## config.mk

```make
export PLATFORM = sky130hd
export DESIGN_NAME = priority_ready_queue
export DESIGN_NICKNAME = d
export VERILOG_FILES = /design/src/prq_pkg.sv /design/src/priority_ready_queue.sv /design/src/prq_tables.sv
export VERILOG_INCLUDE_DIRS = /design/src /design/src/src
export SDC_FILE = /design/constraint.sdc
export NUM_CORES = 1
export LEC_CHECK = 0
export BUFFER_PORTS_ARGS = -buffer_cell sky130_fd_sc_hd__clkbuf_2
export CORE_ASPECT_RATIO = 1.5
export CORE_UTILIZATION = 23
export DETAILED_ROUTE_END_ITERATION = 7
export PLACE_DENSITY_LB_ADDON = 0.15
export SLEW_MARGIN = 40
export SYNTH_ARGS = -nofsm -noshare
export SYNTH_HDL_FRONTEND = slang
export SYNTH_SLANG_ARGS = --single-unit
```

## constraint.sdc

```tcl
create_clock -name i_clk -period 3.5 [get_ports i_clk]
set_clock_uncertainty 0.1 [all_clocks]
set_input_delay 0.525 -clock i_clk [delete_from_list [all_inputs] [get_ports i_clk]]
set_output_delay 0.525 -clock i_clk [all_outputs]
set_load 0.01 [all_outputs]
```

## src/priority_ready_queue_defines.svh

```systemverilog
// Assertion macros shared by the priority ready queue RTL.
`ifndef PRIORITY_READY_QUEUE_DEFINES_SVH
`define PRIORITY_READY_QUEUE_DEFINES_SVH

// Consequent must hold in the same cycle as the antecedent.
`define PRQ_ASSERT_SAME(lbl, clk, rst_n, ante, cons, msg) \
    lbl: assert property (@(posedge clk) disable iff (!rst_n) (ante) |-> (cons)) \
        else $error(msg);

// Consequent must hold in the cycle after the antecedent.
`define PRQ_ASSERT_NEXT(lbl, clk, rst_n, ante, cons, msg) \
    lbl: assert property (@(posedge clk) disable iff (!rst_n) (ante) |=> (cons)) \
        else $error(msg);

`endif

```

## src/prq_pkg.sv

```systemverilog
// Shared types and codes of the priority ready queue.
package prq_pkg;

    typedef enum logic [1:0] {
        S_IDLE,
        S_LINK,
        S_FIX,
        S_DONE
    } t_state;

    typedef enum logic {
        OP_APPEND = 1'b0,
        OP_REMOVE = 1'b1
    } t_opcode;

    typedef enum logic [1:0] {
        ST_OK         = 2'd0,
        ST_DUP_APPEND = 2'd1,
        ST_NOT_QUEUED = 2'd2,
        ST_BAD_INDEX  = 2'd3
    } t_status;

    // Field write enables of the task table.
    typedef struct packed {
        logic next;
        logic prev;
        logic level;
    } t_task_we;

    // Field write enables of the level table.
    typedef struct packed {
        logic head;
        logic tail;
    } t_lvl_we;

endpackage

```

## src/priority_ready_queue.sv

```systemverilog
// Top level of the priority ready queue: sequencer over the task and level tables.
// An accepted request steps through link, fix and done, a rejected one through fix and
// done only; done holds while the previous result still waits in the output register.
// No new request is taken before done ends; the two task table link writes and the
// registered head read of the level table set these steps. Reset (synchronous, active
// low) clears the sequencer, queued flags, level mask and output valid, not the tables.
`include "priority_ready_queue_defines.svh"

module priority_ready_queue
    import prq_pkg::*;
#(
    parameter int NUM_TASKS  = 8,
    parameter int NUM_LEVELS = 10
) (
    input  logic       i_clk,
    input  logic       i_rst_n,
    input  logic       i_valid,
    output logic       o_ready,
    input  logic       i_opcode,
    input  logic [2:0] i_task_index,
    input  logic [3:0] i_task_priority,
    output logic       o_valid,
    input  logic       i_ready,
    output logic [2:0] o_top_task,
    output logic       o_any_ready,
    output logic [1:0] o_status
);

    localparam int IW = $clog2(NUM_TASKS);
    localparam int LW = $clog2(NUM_TASKS + 1);
    localparam int VW = $clog2(NUM_LEVELS);

    // A link equal to the task count marks the end of a list.
    localparam logic [LW-1:0] NIL     = LW'(NUM_TASKS);
    localparam logic [VW-1:0] LVL_MAX = VW'(NUM_LEVELS - 1);

    // The most urgent level that holds at least one task.
    function automatic logic [VW-1:0] first_level(input logic [NUM_LEVELS-1:0] mask);
        logic [VW-1:0] lvl;
        lvl = '0;
        for (int k = NUM_LEVELS - 1; k >= 0; k--) begin
            if (mask[k]) begin
                lvl = VW'(k);
            end
        end
        return lvl;
    endfunction

    // Sequencer and per-request registers.
    t_state                r_state, n_state;
    t_opcode               r_op, n_op;
    t_status               r_status, n_status;
    logic [IW-1:0]         r_idx, n_idx;
    logic [VW-1:0]         r_lvl, n_lvl;

    // One queued flag per task and one non-empty flag per level.
    logic [NUM_TASKS-1:0]  r_queued, n_queued;
    logic [NUM_LEVELS-1:0] r_nonempty, n_nonempty;

    // Second link write, held over from the link step to the fix step.
    t_task_we              r_fix_we, n_fix_we;
    logic [IW-1:0]         r_fix_addr, n_fix_addr;
    logic [LW-1:0]         r_fix_link, n_fix_link;

    // Output register.
    logic                  r_o_valid, n_o_valid;
    logic [2:0]            r_o_top, n_o_top;
    logic                  r_o_any, n_o_any;
    logic [1:0]            r_o_status, n_o_status;

    // Table ports.
    t_task_we              task_we;
    logic [IW-1:0]         task_waddr;
    logic [LW-1:0]         task_next_wr;
    logic [LW-1:0]         task_prev_wr;
    logic [VW-1:0]         task_level_wr;
    logic                  task_re;
    logic [IW-1:0]         task_raddr;
    logic [LW-1:0]         task_next_rd;
    logic [LW-1:0]         task_prev_rd;
    logic [VW-1:0]         task_level_rd;
    t_lvl_we               lvl_we;
    logic [VW-1:0]         lvl_waddr;
    logic [LW-1:0]         lvl_head_wr;
    logic [LW-1:0]         lvl_tail_wr;
    logic                  lvl_re;
    logic [VW-1:0]         lvl_raddr;
    logic [LW-1:0]         lvl_head_rd;
    logic [LW-1:0]         lvl_tail_rd;

    // Request decode.
    logic                  in_fire;
    logic                  idx_ok;
    logic [IW-1:0]         in_idx;
    logic [VW-1:0]         in_lvl;
    logic                  tail_live;
    logic                  prev_live;
    logic                  next_live;

    prq_tables #(
        .NUM_TASKS  (NUM_TASKS),
        .NUM_LEVELS (NUM_LEVELS)
    ) u_tables (
        .i_clk        (i_clk),
        .i_task_we    (task_we),
        .i_task_waddr (task_waddr),
        .i_task_next  (task_next_wr),
        .i_task_prev  (task_prev_wr),
        .i_task_level (task_level_wr),
        .i_task_re    (task_re),
        .i_task_raddr (task_raddr),
        .o_task_next  (task_next_rd),
        .o_task_prev  (task_prev_rd),
        .o_task_level (task_level_rd),
        .i_lvl_we     (lvl_we),
        .i_lvl_waddr  (lvl_waddr),
        .i_lvl_head   (lvl_head_wr),
        .i_lvl_tail   (lvl_tail_wr),
        .i_lvl_re     (lvl_re),
        .i_lvl_raddr  (lvl_raddr),
        .o_lvl_head   (lvl_head_rd),
        .o_lvl_tail   (lvl_tail_rd)
    );

    // The block takes a request only when the sequencer is free. The output register
    // parts the two sides, so a waiting result does not hold off the next request.
    assign o_ready = (r_state == S_IDLE);
    assign in_fire = i_valid && o_ready;

    // Indexes beyond the task count are rejected; priorities beyond the last level
    // saturate to the least urgent level.
    assign idx_ok = (32'(i_task_index) < NUM_TASKS);
    assign in_idx = IW'(i_task_index);
    assign in_lvl = (32'(i_task_priority) >= NUM_LEVELS) ? LVL_MAX : VW'(i_task_priority);

    // The appended task's level is live when its non-empty flag is set; a removed
    // task's neighbors are live when their links are not the end marker.
    assign tail_live = r_nonempty[r_lvl];
    assign prev_live = (task_prev_rd != NIL);
    assign next_live = (task_next_rd != NIL);

    always_ff @(posedge i_clk) begin
        if (!i_rst_n) begin
            r_state    <= S_IDLE;
            r_queued   <= '0;
            r_nonempty <= '0;
            r_o_valid  <= 1'b0;
            r_fix_we   <= '0;
        end else begin
            r_state    <= n_state;
            r_queued   <= n_queued;
            r_nonempty <= n_nonempty;
            r_o_valid  <= n_o_valid;
            r_fix_we   <= n_fix_we;
        end
    end

    always_ff @(posedge i_clk) begin
        r_op       <= n_op;
        r_status   <= n_status;
        r_idx      <= n_idx;
        r_lvl      <= n_lvl;
        r_fix_addr <= n_fix_addr;
        r_fix_link <= n_fix_link;
        r_o_top    <= n_o_top;
        r_o_any    <= n_o_any;
        r_o_status <= n_o_status;
    end

    always_comb begin
        n_state    = r_state;
        n_op       = r_op;
        n_status   = r_status;
        n_idx      = r_idx;
        n_lvl      = r_lvl;
        n_queued   = r_queued;
        n_nonempty = r_nonempty;
        n_fix_we   = r_fix_we;
        n_fix_addr = r_fix_addr;
        n_fix_link = r_fix_link;
        n_o_top    = r_o_top;
        n_o_any    = r_o_any;
        n_o_status = r_o_status;
        n_o_valid  = r_o_valid && !i_ready;

        task_we       = '0;
        task_waddr    = r_idx;
        task_next_wr  = NIL;
        task_prev_wr  = NIL;
        task_level_wr = r_lvl;
        task_re       = 1'b0;
        task_raddr    = in_idx;
        lvl_we        = '0;
        lvl_waddr     = r_lvl;
        lvl_head_wr   = LW'(r_idx);
        lvl_tail_wr   = LW'(r_idx);
        lvl_re        = 1'b0;
        lvl_raddr     = in_lvl;

        unique case (r_state)
            S_IDLE: begin
                if (in_fire) begin
                    n_op  = t_opcode'(i_opcode);
                    n_idx = in_idx;
                    n_lvl = in_lvl;
                    if (!idx_ok) begin
                        n_status = ST_BAD_INDEX;
                    end else if ((i_opcode == OP_APPEND) && r_queued[in_idx]) begin
                        n_status = ST_DUP_APPEND;
                    end else if ((i_opcode == OP_REMOVE) && !r_queued[in_idx]) begin
                        n_status = ST_NOT_QUEUED;
                    end else begin
                        n_status = ST_OK;
                    end
                    n_fix_we = '0;
                    if (n_status == ST_OK) begin
                        // Append needs the level's tail, remove needs the task's links.
                        lvl_re  = (i_opcode == OP_APPEND);
                        task_re = (i_opcode == OP_REMOVE);
                        n_state = S_LINK;
                    end else begin
                        n_state = S_FIX;
                    end
                end
            end

            S_LINK: begin
                if (r_op == OP_APPEND) begin
                    // The new task becomes the tail; the old tail, if any, gets a
                    // forward link in the fix step.
                    task_we       = '{next: 1'b1, prev: 1'b1, level: 1'b1};
                    task_waddr    = r_idx;
                    task_next_wr  = NIL;
                    task_prev_wr  = tail_live ? lvl_tail_rd : NIL;
                    task_level_wr = r_lvl;
                    lvl_we        = '{head: !tail_live, tail: 1'b1};
                    lvl_waddr     = r_lvl;
                    lvl_head_wr   = LW'(r_idx);
                    lvl_tail_wr   = LW'(r_idx);
                    n_queued[r_idx]   = 1'b1;
                    n_nonempty[r_lvl] = 1'b1;
                    n_fix_we   = '{next: tail_live, prev: 1'b0, level: 1'b0};
                    n_fix_addr = IW'(lvl_tail_rd);
                    n_fix_link = LW'(r_idx);
                end else begin
                    // Unlink: the predecessor's forward link or the list head moves
                    // now, the successor's back link in the fix step.
                    task_we      = '{next: prev_live, prev: 1'b0, level: 1'b0};
                    task_waddr   = IW'(task_prev_rd);
                    task_next_wr = task_next_rd;
                    lvl_we       = '{head: !prev_live, tail: !next_live};
                    lvl_waddr    = task_level_rd;
                    lvl_head_wr  = task_next_rd;
                    lvl_tail_wr  = task_prev_rd;
                    n_queued[r_idx] = 1'b0;
                    if (!prev_live && !next_live) begin
                        n_nonempty[task_level_rd] = 1'b0;
                    end
                    n_fix_we   = '{next: 1'b0, prev: next_live, level: 1'b0};
                    n_fix_addr = IW'(task_next_rd);
                    n_fix_link = task_prev_rd;
                end
                n_state = S_FIX;
            end

            S_FIX: begin
                task_we      = r_fix_we;
                task_waddr   = r_fix_addr;
                task_next_wr = r_fix_link;
                task_prev_wr = r_fix_link;
                // The level table was last written in the link step, so this read
                // already sees the updated head.
                lvl_re    = 1'b1;
                lvl_raddr = first_level(r_nonempty);
                n_state   = S_DONE;
            end

            S_DONE: begin
                if (!r_o_valid || i_ready) begin
                    n_o_valid  = 1'b1;
                    n_o_any    = |r_nonempty;
                    n_o_top    = (|r_nonempty) ? 3'(lvl_head_rd) : 3'd0;
                    n_o_status = r_status;
                    n_state    = S_IDLE;
                end
            end

            default: begin
                n_state = S_IDLE;
            end
        endcase
    end

    assign o_valid     = r_o_valid;
    assign o_top_task  = r_o_top;
    assign o_any_ready = r_o_any;
    assign o_status    = r_o_status;

    `PRQ_ASSERT_NEXT(a_fire_starts_work, i_clk, i_rst_n, in_fire,
        r_state == S_LINK || r_state == S_FIX,
        "accepted request did not start the sequencer")
    `PRQ_ASSERT_NEXT(a_append_sets_flag, i_clk, i_rst_n,
        r_state == S_LINK && r_op == OP_APPEND, r_queued[r_idx],
        "append did not mark the task as queued")
    `PRQ_ASSERT_SAME(a_levels_le_tasks, i_clk, i_rst_n, 1'b1,
        $countones(r_nonempty) <= $countones(r_queued),
        "more non-empty levels than queued tasks")
    `PRQ_ASSERT_SAME(a_result_from_done, i_clk, i_rst_n, $rose(r_o_valid),
        $past(r_state) == S_DONE,
        "result appeared outside the completion step")

endmodule

```

## src/prq_tables.sv

```systemverilog
// Task link table and per-level head/tail table, both with registered reads.
module prq_tables
    import prq_pkg::*;
#(
    parameter int NUM_TASKS  = 8,
    parameter int NUM_LEVELS = 10
) (
    input  logic                          i_clk,
    input  t_task_we                      i_task_we,
    input  logic [$clog2(NUM_TASKS)-1:0]  i_task_waddr,
    input  logic [$clog2(NUM_TASKS+1)-1:0] i_task_next,
    input  logic [$clog2(NUM_TASKS+1)-1:0] i_task_prev,
    input  logic [$clog2(NUM_LEVELS)-1:0] i_task_level,
    input  logic                          i_task_re,
    input  logic [$clog2(NUM_TASKS)-1:0]  i_task_raddr,
    output logic [$clog2(NUM_TASKS+1)-1:0] o_task_next,
    output logic [$clog2(NUM_TASKS+1)-1:0] o_task_prev,
    output logic [$clog2(NUM_LEVELS)-1:0] o_task_level,
    input  t_lvl_we                       i_lvl_we,
    input  logic [$clog2(NUM_LEVELS)-1:0] i_lvl_waddr,
    input  logic [$clog2(NUM_TASKS+1)-1:0] i_lvl_head,
    input  logic [$clog2(NUM_TASKS+1)-1:0] i_lvl_tail,
    input  logic                          i_lvl_re,
    input  logic [$clog2(NUM_LEVELS)-1:0] i_lvl_raddr,
    output logic [$clog2(NUM_TASKS+1)-1:0] o_lvl_head,
    output logic [$clog2(NUM_TASKS+1)-1:0] o_lvl_tail
);

    localparam int LW = $clog2(NUM_TASKS + 1);
    localparam int VW = $clog2(NUM_LEVELS);

    // Task entry layout: {next, prev, level}.
    localparam int T_LVL_LO  = 0;
    localparam int T_PREV_LO = VW;
    localparam int T_NEXT_LO = VW + LW;
    localparam int TEW       = VW + 2 * LW;

    // Level entry layout: {head, tail}.
    localparam int L_TAIL_LO = 0;
    localparam int L_HEAD_LO = LW;
    localparam int LEW       = 2 * LW;

    logic [TEW-1:0] r_task_mem [NUM_TASKS];
    logic [LEW-1:0] r_lvl_mem  [NUM_LEVELS];
    logic [TEW-1:0] r_task_rd;
    logic [LEW-1:0] r_lvl_rd;

    always_ff @(posedge i_clk) begin
        if (i_task_we.next) begin
            r_task_mem[i_task_waddr][T_NEXT_LO +: LW] <= i_task_next;
        end
        if (i_task_we.prev) begin
            r_task_mem[i_task_waddr][T_PREV_LO +: LW] <= i_task_prev;
        end
        if (i_task_we.level) begin
            r_task_mem[i_task_waddr][T_LVL_LO +: VW] <= i_task_level;
        end
        if (i_task_re) begin
            r_task_rd <= r_task_mem[i_task_raddr];
        end
    end

    always_ff @(posedge i_clk) begin
        if (i_lvl_we.head) begin
            r_lvl_mem[i_lvl_waddr][L_HEAD_LO +: LW] <= i_lvl_head;
        end
        if (i_lvl_we.tail) begin
            r_lvl_mem[i_lvl_waddr][L_TAIL_LO +: LW] <= i_lvl_tail;
        end
        if (i_lvl_re) begin
            r_lvl_rd <= r_lvl_mem[i_lvl_raddr];
        end
    end

    assign o_task_next  = r_task_rd[T_NEXT_LO +: LW];
    assign o_task_prev  = r_task_rd[T_PREV_LO +: LW];
    assign o_task_level = r_task_rd[T_LVL_LO +: VW];
    assign o_lvl_head   = r_lvl_rd[L_HEAD_LO +: LW];
    assign o_lvl_tail   = r_lvl_rd[L_TAIL_LO +: LW];

endmodule

```

# Word level (Yosys, flattened, before mapping)
# Memories as Yosys holds them, arrays and structs flattened. A register that Yosys moved wholly into a read port is not among the register bits.
# Cells that the tools add are included.
dict set report classes {
  addsub 0
  n_mul 0
  n_div 0
  n_lt_le_gt_ge 8
  n_eq_ne 8
  shifts 0
  mux 72
  bitwise 7
  n_reduce_logical 24
}
# op n
set op_table {}
lappend op_table {{4-bit two-way mux} 21}
lappend op_table {{1-bit two-way mux} 22}
lappend op_table {{10-bit two-way mux} 2}
lappend op_table {{2-bit two-way mux} 9}
lappend op_table {{3-bit one-hot mux with 2 select lines} 3}
lappend op_table {{4-bit one-hot mux with 2 select lines} 2}
lappend op_table {{3-bit two-way mux} 5}
lappend op_table {{10-bit AND} 1}
lappend op_table {{4-bit by 5-bit < comparator with 1-bit output, second input constant} 2}
lappend op_table {{10-bit inverter} 1}
lappend op_table {{10-bit OR} 1}
lappend op_table {{2-bit AND reduction} 5}
lappend op_table {{10-bit OR reduction} 1}
lappend op_table {{8-bit AND} 1}
lappend op_table {{1-bit demux with 4-bit select} 2}
lappend op_table {{4-bit by 1-bit greater-or-equal comparator with 1-bit output, second input constant} 2}
lappend op_table {{1-bit logical AND} 8}
lappend op_table {{3-bit by 4-bit < comparator with 1-bit output, second input constant} 2}
lappend op_table {{8-bit two-way mux} 1}
lappend op_table {{4-bit inequality test, second input constant} 2}
lappend op_table {{8-bit inverter} 1}
lappend op_table {{8-bit OR} 1}
lappend op_table {{2-bit one-hot mux with 4 select lines} 1}
lappend op_table {{1-bit logical NOT} 6}
lappend op_table {{other kinds (14)} 17}
dict set report totals {
  register_bits 47
  latch_bits 0
  ramBits 176
  rom_bits 0
  n_memories 2
}
# name depth word_bits rd rd_clocked_by_memory_dff write_ports line_no
set mem_list {}
lappend mem_list {u_tables.r_task_mem 8 12 1 1 1 prq_tables.sv:43} ;# logic [TEW-1:0] r_task_mem [NUM_TASKS];
lappend mem_list {u_tables.r_lvl_mem 10 8 1 1 1 prq_tables.sv:44} ;# logic [LEW-1:0] r_lvl_mem [NUM_LEVELS];

# Longest topological paths before layout
dict set report logic_depth {
  ltp_word 12
  mapped_depth 10
  depth_no_buf 8
}

# Cells and area by module
# Synthesis repeated with hierarchy kept, for this count alone.
dict set report unflattened {
  hier_cells 698
  area_unflattened_um2 10423.7
}
# module n_inst cells_per_inst area_per_inst_um2 seq_area_each_um2
set modules_own_cells {}
lappend modules_own_cells {prq_tables 1 393 7682.4 5885.6}
lappend modules_own_cells {priority_ready_queue 1 305 2741.4 1151.1}

# Least setup slack after synthesis
# OpenSTA, ideal clock, no wires.
dict set report synth_timing {
  path_type {input to register}
  start {input i_task_index[0]}
  end {register u_tables.r_task_rd[0] (read register of u_tables.r_task_mem) (enable)}
  setup_ns 0.298
  arrival_time_ns 2.340
  required_time_ns 3.102
  path_slack_ns 0.762
  stages 7
  path_cell_list {buf_2 buf_2 mux4_2 mux2i_1 inv_1 ha_1 and3_1}
}
dict set report synth_between {
  elab_chain_cells 12
}
# item line_no
set synth_lines {}
lappend synth_lines {{start: declaration} priority_ready_queue.sv:20} ;# input logic [2:0] i_task_index,
lappend synth_lines {{1-bit binary-select mux with 3-bit select (*)} {priority_ready_queue.sv:208, priority_ready_queue.sv:210}}
lappend synth_lines {{1-bit two-way mux (not written as such) (*)} {priority_ready_queue.sv:208, priority_ready_queue.sv:210}}
lappend synth_lines {{1-bit logical NOT} priority_ready_queue.sv:210} ;# end else if ((i_opcode == OP_REMOVE) && !r_queued[in_idx]) begin
lappend synth_lines {{1-bit logical AND} priority_ready_queue.sv:210}
lappend synth_lines {{2-bit two-way mux} priority_ready_queue.sv:210}
lappend synth_lines {{2-bit two-way mux (*)} priority_ready_queue.sv:208} ;# end else if ((i_opcode == OP_APPEND) && r_queued[in_idx]) begin
lappend synth_lines {{2-bit two-way mux (*)} priority_ready_queue.sv:202} ;# if (in_fire) begin
lappend synth_lines {{2-bit two-way mux (*)} priority_ready_queue.sv:200} ;# unique case (r_state)
lappend synth_lines {{2-bit logical NOT (*)} priority_ready_queue.sv:216} ;# if (n_status == ST_OK) begin
lappend synth_lines {{1-bit two-way mux (*)} priority_ready_queue.sv:216}
lappend synth_lines {{1-bit two-way mux (*)} priority_ready_queue.sv:202}
lappend synth_lines {{1-bit two-way mux (*)} priority_ready_queue.sv:200}
lappend synth_lines {{via task_re} priority_ready_queue.sv:77} ;# logic task_re;
lappend synth_lines {{end: declaration} prq_tables.sv:45} ;# logic [TEW-1:0] r_task_rd;
# The timed path passes the listed nets; every way through them passes the cells marked *. The select of a mux whose other input is x is not followed.
# A chain may end at the register's enable or synchronous reset.

# Final worst setup path
dict set report layout_timing {
  start {register r_state[0]}
  end {register u_tables.r_lvl_rd[5] (read register of u_tables.r_lvl_mem) (data pin)}
}
dict set report layout_between {
  elab_chain_cells 4
}
# item line_no
set layout_lines {}
lappend layout_lines {{start: declaration} priority_ready_queue.sv:50} ;# t_state r_state, n_state;
lappend layout_lines {{start signal: assignment} priority_ready_queue.sv:150} ;# r_state <= n_state;
lappend layout_lines {{2-bit logical NOT} {priority_ready_queue.sv:127, priority_ready_queue.sv:200}}
lappend layout_lines {{1-bit logical AND} priority_ready_queue.sv:128} ;# assign in_fire = i_valid && o_ready;
lappend layout_lines {{1-bit two-way mux} priority_ready_queue.sv:202}
lappend layout_lines {{1-bit one-hot mux with 2 select lines} priority_ready_queue.sv:200}
lappend layout_lines {{end: declaration} prq_tables.sv:46} ;# logic [LEW-1:0] r_lvl_rd;
# Parallel ways exist; a longest one is shown, timed or not.

==> metrics.md <==
| Metric | Value |
|---|---|
| Status | `completed` |
| Combinational power share | `16.2%` |
| Clk buf depth | `3` |
| Peak supply drop | `0.374 mV` |
| Number of synthesized flops with an enable pin | `208` |
| Worst-path clk slew | `0.06 ns` |
| Setup TNS | `0 ns` |
| Nets | `721` |
| Switching pwr | `1.98 mW` |
| Die area | `44000 sq um` |
| Top-area cell type share of the netlist area | `63.0%` |
| Drt first pass iters | `4` |
| Post-CTS Setup Inserts | `0` |
| DP Cell Count | `1237` |
| Clock root cell | `clkbuf_16` |
| Ant. Diodes | `0` |
| WP data arrival | `3.17 ns` |
| Reg power frac | `45.5%` |
| Area grow syn2layout | `17.2%` |
| Hold_buf cts | `0` |
| Gate Count Post-Synth | `662` |
| Syn nets | `682` |
| Mapped cell area | `9920 sq um` |
| Most frequent cells in the layout | `edfxtp_1 (208), nor2_1 (81), nand2_1 (42)` |
| Final period util | `87.2%` |
| Routed Antenna Nets | `0` |
| Pre-CTS setup slack | `0.349 ns` |
| CP endpoint kind | `flip-flop` |
| First-pass GRT wire length | `39.0 mm` |
| Pleak | `3.78 nW` |
| Yosys reg bits | `231` |
| CTS buffer count | `26` |
| Maximum fanout along the worst path | `16` |
| Switching share of total power | `26.7%` |
| Core box area | `42200 sq um` |
| Die Wd | `172 um` |
| Async set or reset register ratio after synthesis | `0%` |
| Avg Inst Size Synth | `15.0 sq um` |
| Clock share of power | `38.3%` |
| Std cell rows | `92` |
| Final std cells w/o fill | `1285` |
| Area leader, netlist | `edfxtp_1` |
| H-tree Lvls | `1` |
| GR Util All Layers | `11.9%` |
| Port Buffers | `19` |
| Most common cell after layout, fill and taps aside | `edfxtp_1` |
| Cell area power density | `638 nW/um^2` |
| First DRT Iteration DRCs | `291` |
| Startpoint Class | `flip-flop` |
| Detailed Place HPWL | `18.9 mm` |
| Placer congestion estimate | `0.810` |
| Max-slew violation count | `0` |
| Vias in the first global route | `6196` |
| Routed vias | `5637` |
| Worst min-delay path class | `in -> reg` |
| Cts repair resizes | `0` |
| Final hold viol count | `0` |
| Finished Core Util | `27.5%` |
| CP required | `3.62 ns` |
| Wire per inst | `19.8 um` |
| Slew @ Worst Pin | `0.819 ns` |
| CTS tree | `done` |
| Max cap viols | `0` |
| Clk_lat worst skew | `0.53 ns` |
| Effective utilization at floorplan | `23.5%` |
| Minimum clock period | `3.05 ns` |
| Rel. slew slack | `45.3%` |
| Boundary Pins | `20` |
| GRT overflow | `0` |
| Synth Flop Type | `edfxtp_1` |
| Via density | `4.39` |
| RSZ-0062 raised after global routing | `false` |
| Final WS setup | `0.448 ns` |
| Drt drc | `0` |
| FMAX | `328 MHz` |
| Post-synthesis sequential area ratio | `67.6%` |
| Clk sinks | `231` |
| Largest net degree at the start of global routing | `26` |
| Detailed Route WL | `25.4 mm` |
| Initial antenna violation count | `0` |
| Synth top area cells | `edfxtp_1 (63%), mux4_2 (6.4%), dfxtp_1 (4.6%), mux2_2 (3.5%), nor2_1 (3.1%)` |
| # setup viols final | `0` |
| Internal power | `5.43 mW` |
| Die Y-Extent | `256 um` |
| Yosys warning total | `0` |
| WHS | `0.139 ns` |
| Ratio of cells with drive above 1 in the final layout | `20.8%` |
| Synth unique cells | `54` |
| CP Class | `reg -> reg` |
routing by layer:
metal	global-route usage (%)	vias up	part of all wire, %
met5	0	-	0
met4	3.65	0	2.3
met3	1.34	39	2.7
met2	23.2	93	57
met1	13.0	2885	38
li1	-	2620	-
kinds of logic (layout without fill, tap and decap cells):
kind of cell    Yosys count  after routing  synth area share (%)
flops                   231            231                  67.6
simple gates            199            199                  9.59
mux                      85             85                  12.5
fa+ha+maj                 8              8                  1.01
buf+inv                  42            101                  2.03
compound gates           97             97                  7.19
final timing paths:
check	from	endpoint	slack, ns	depth (start not counted)
max	r_state[0]	u_tables.r_lvl_rd[5]	0.45	7
min	i_task_index[1]	r_idx[1]	0.14	1
max reg2reg	r_state[0]	u_tables.r_lvl_rd[5]	0.45	7
min reg2reg	r_status[0]	o_status[0]	0.32	0
power groups by stage:
stage	clock network, mW	logic (mW)	registers, mW
2_1_floorplan	0	0.809	3.38
3_3_place_gp	0	1.21	3.43
3_5_place_dp	0	1.23	3.43
4_1_cts	2.92	1.23	3.38
5_1_grt	3.02	1.31	3.39
6_report	2.84	1.20	3.37
critical path: stages, from the launching register on:
cell	delay, ns
dfxtp_1	0.34
inv_1	0.09
ha_1	0.45
inv_1	0.28
a22oi_4	0.56
nor2b_1	0.59
a22o_1	0.25
a211oi_1	0.06
area by class of cell:
type                    count  area, sq um
fillers                  4317        30600
flip-flops and latches    231         6710
inverters                  12         45.0
clock inverters            18          208
clock buffers              30          687
repair buffers             41          260
multi-input cells         389         3010
well taps                 564          706
synthesized netlist by cell type (2+ instances only):
cell      instances
nor3_1            9
a32oi_1           2
clkbuf_1         20
o31ai_1           3
mux2_1            3
mux4_2           28
nor2b_1           9
a21boi_1          3
buf_1             2
o21ai_1           4
a221oi_2          2
a211oi_1         17
mux2_2           31
nand2_1          42
edfxtp_1        208
a21o_1            5
inv_1            12
o22ai_1           7
buf_6             3
a21boi_0          5
nand4b_1          2
and3_1            2
ha_1              8
nor4_2            2
nand3b_1          3
o21ai_0          12
nand2b_1         12
nor3b_1           3
mux2i_1          23
o41ai_1           2
nand3_1          17
nand4_1           2
a31oi_1           4
a22oi_1           3
nor2_1           81
a22o_1            8
buf_2             4
and2_1            8
dfxtp_1          23
a21oi_1          14
registers in the layout, summed over array words and instances (netlist names), 3 cells and up, named ones only:
signal,cells
o_top_task,3
r_fix_addr,3
r_fix_link,4
r_idx,3
r_lvl,4
r_nonempty,10
u_tables.r_lvl_mem,70
u_tables.r_lvl_rd,7
u_tables.r_task_mem,96
u_tables.r_task_rd,12
through the flow:
stage          area [sq um]  power (mW)
2_1_floorplan          9920        4.19
3_3_place_gp          10700        4.64
3_5_place_dp          10700        4.66
4_1_cts               11600        7.53
5_1_grt               11600        7.72
6_report              11600        7.41
(Power assumes the default switching activity.)
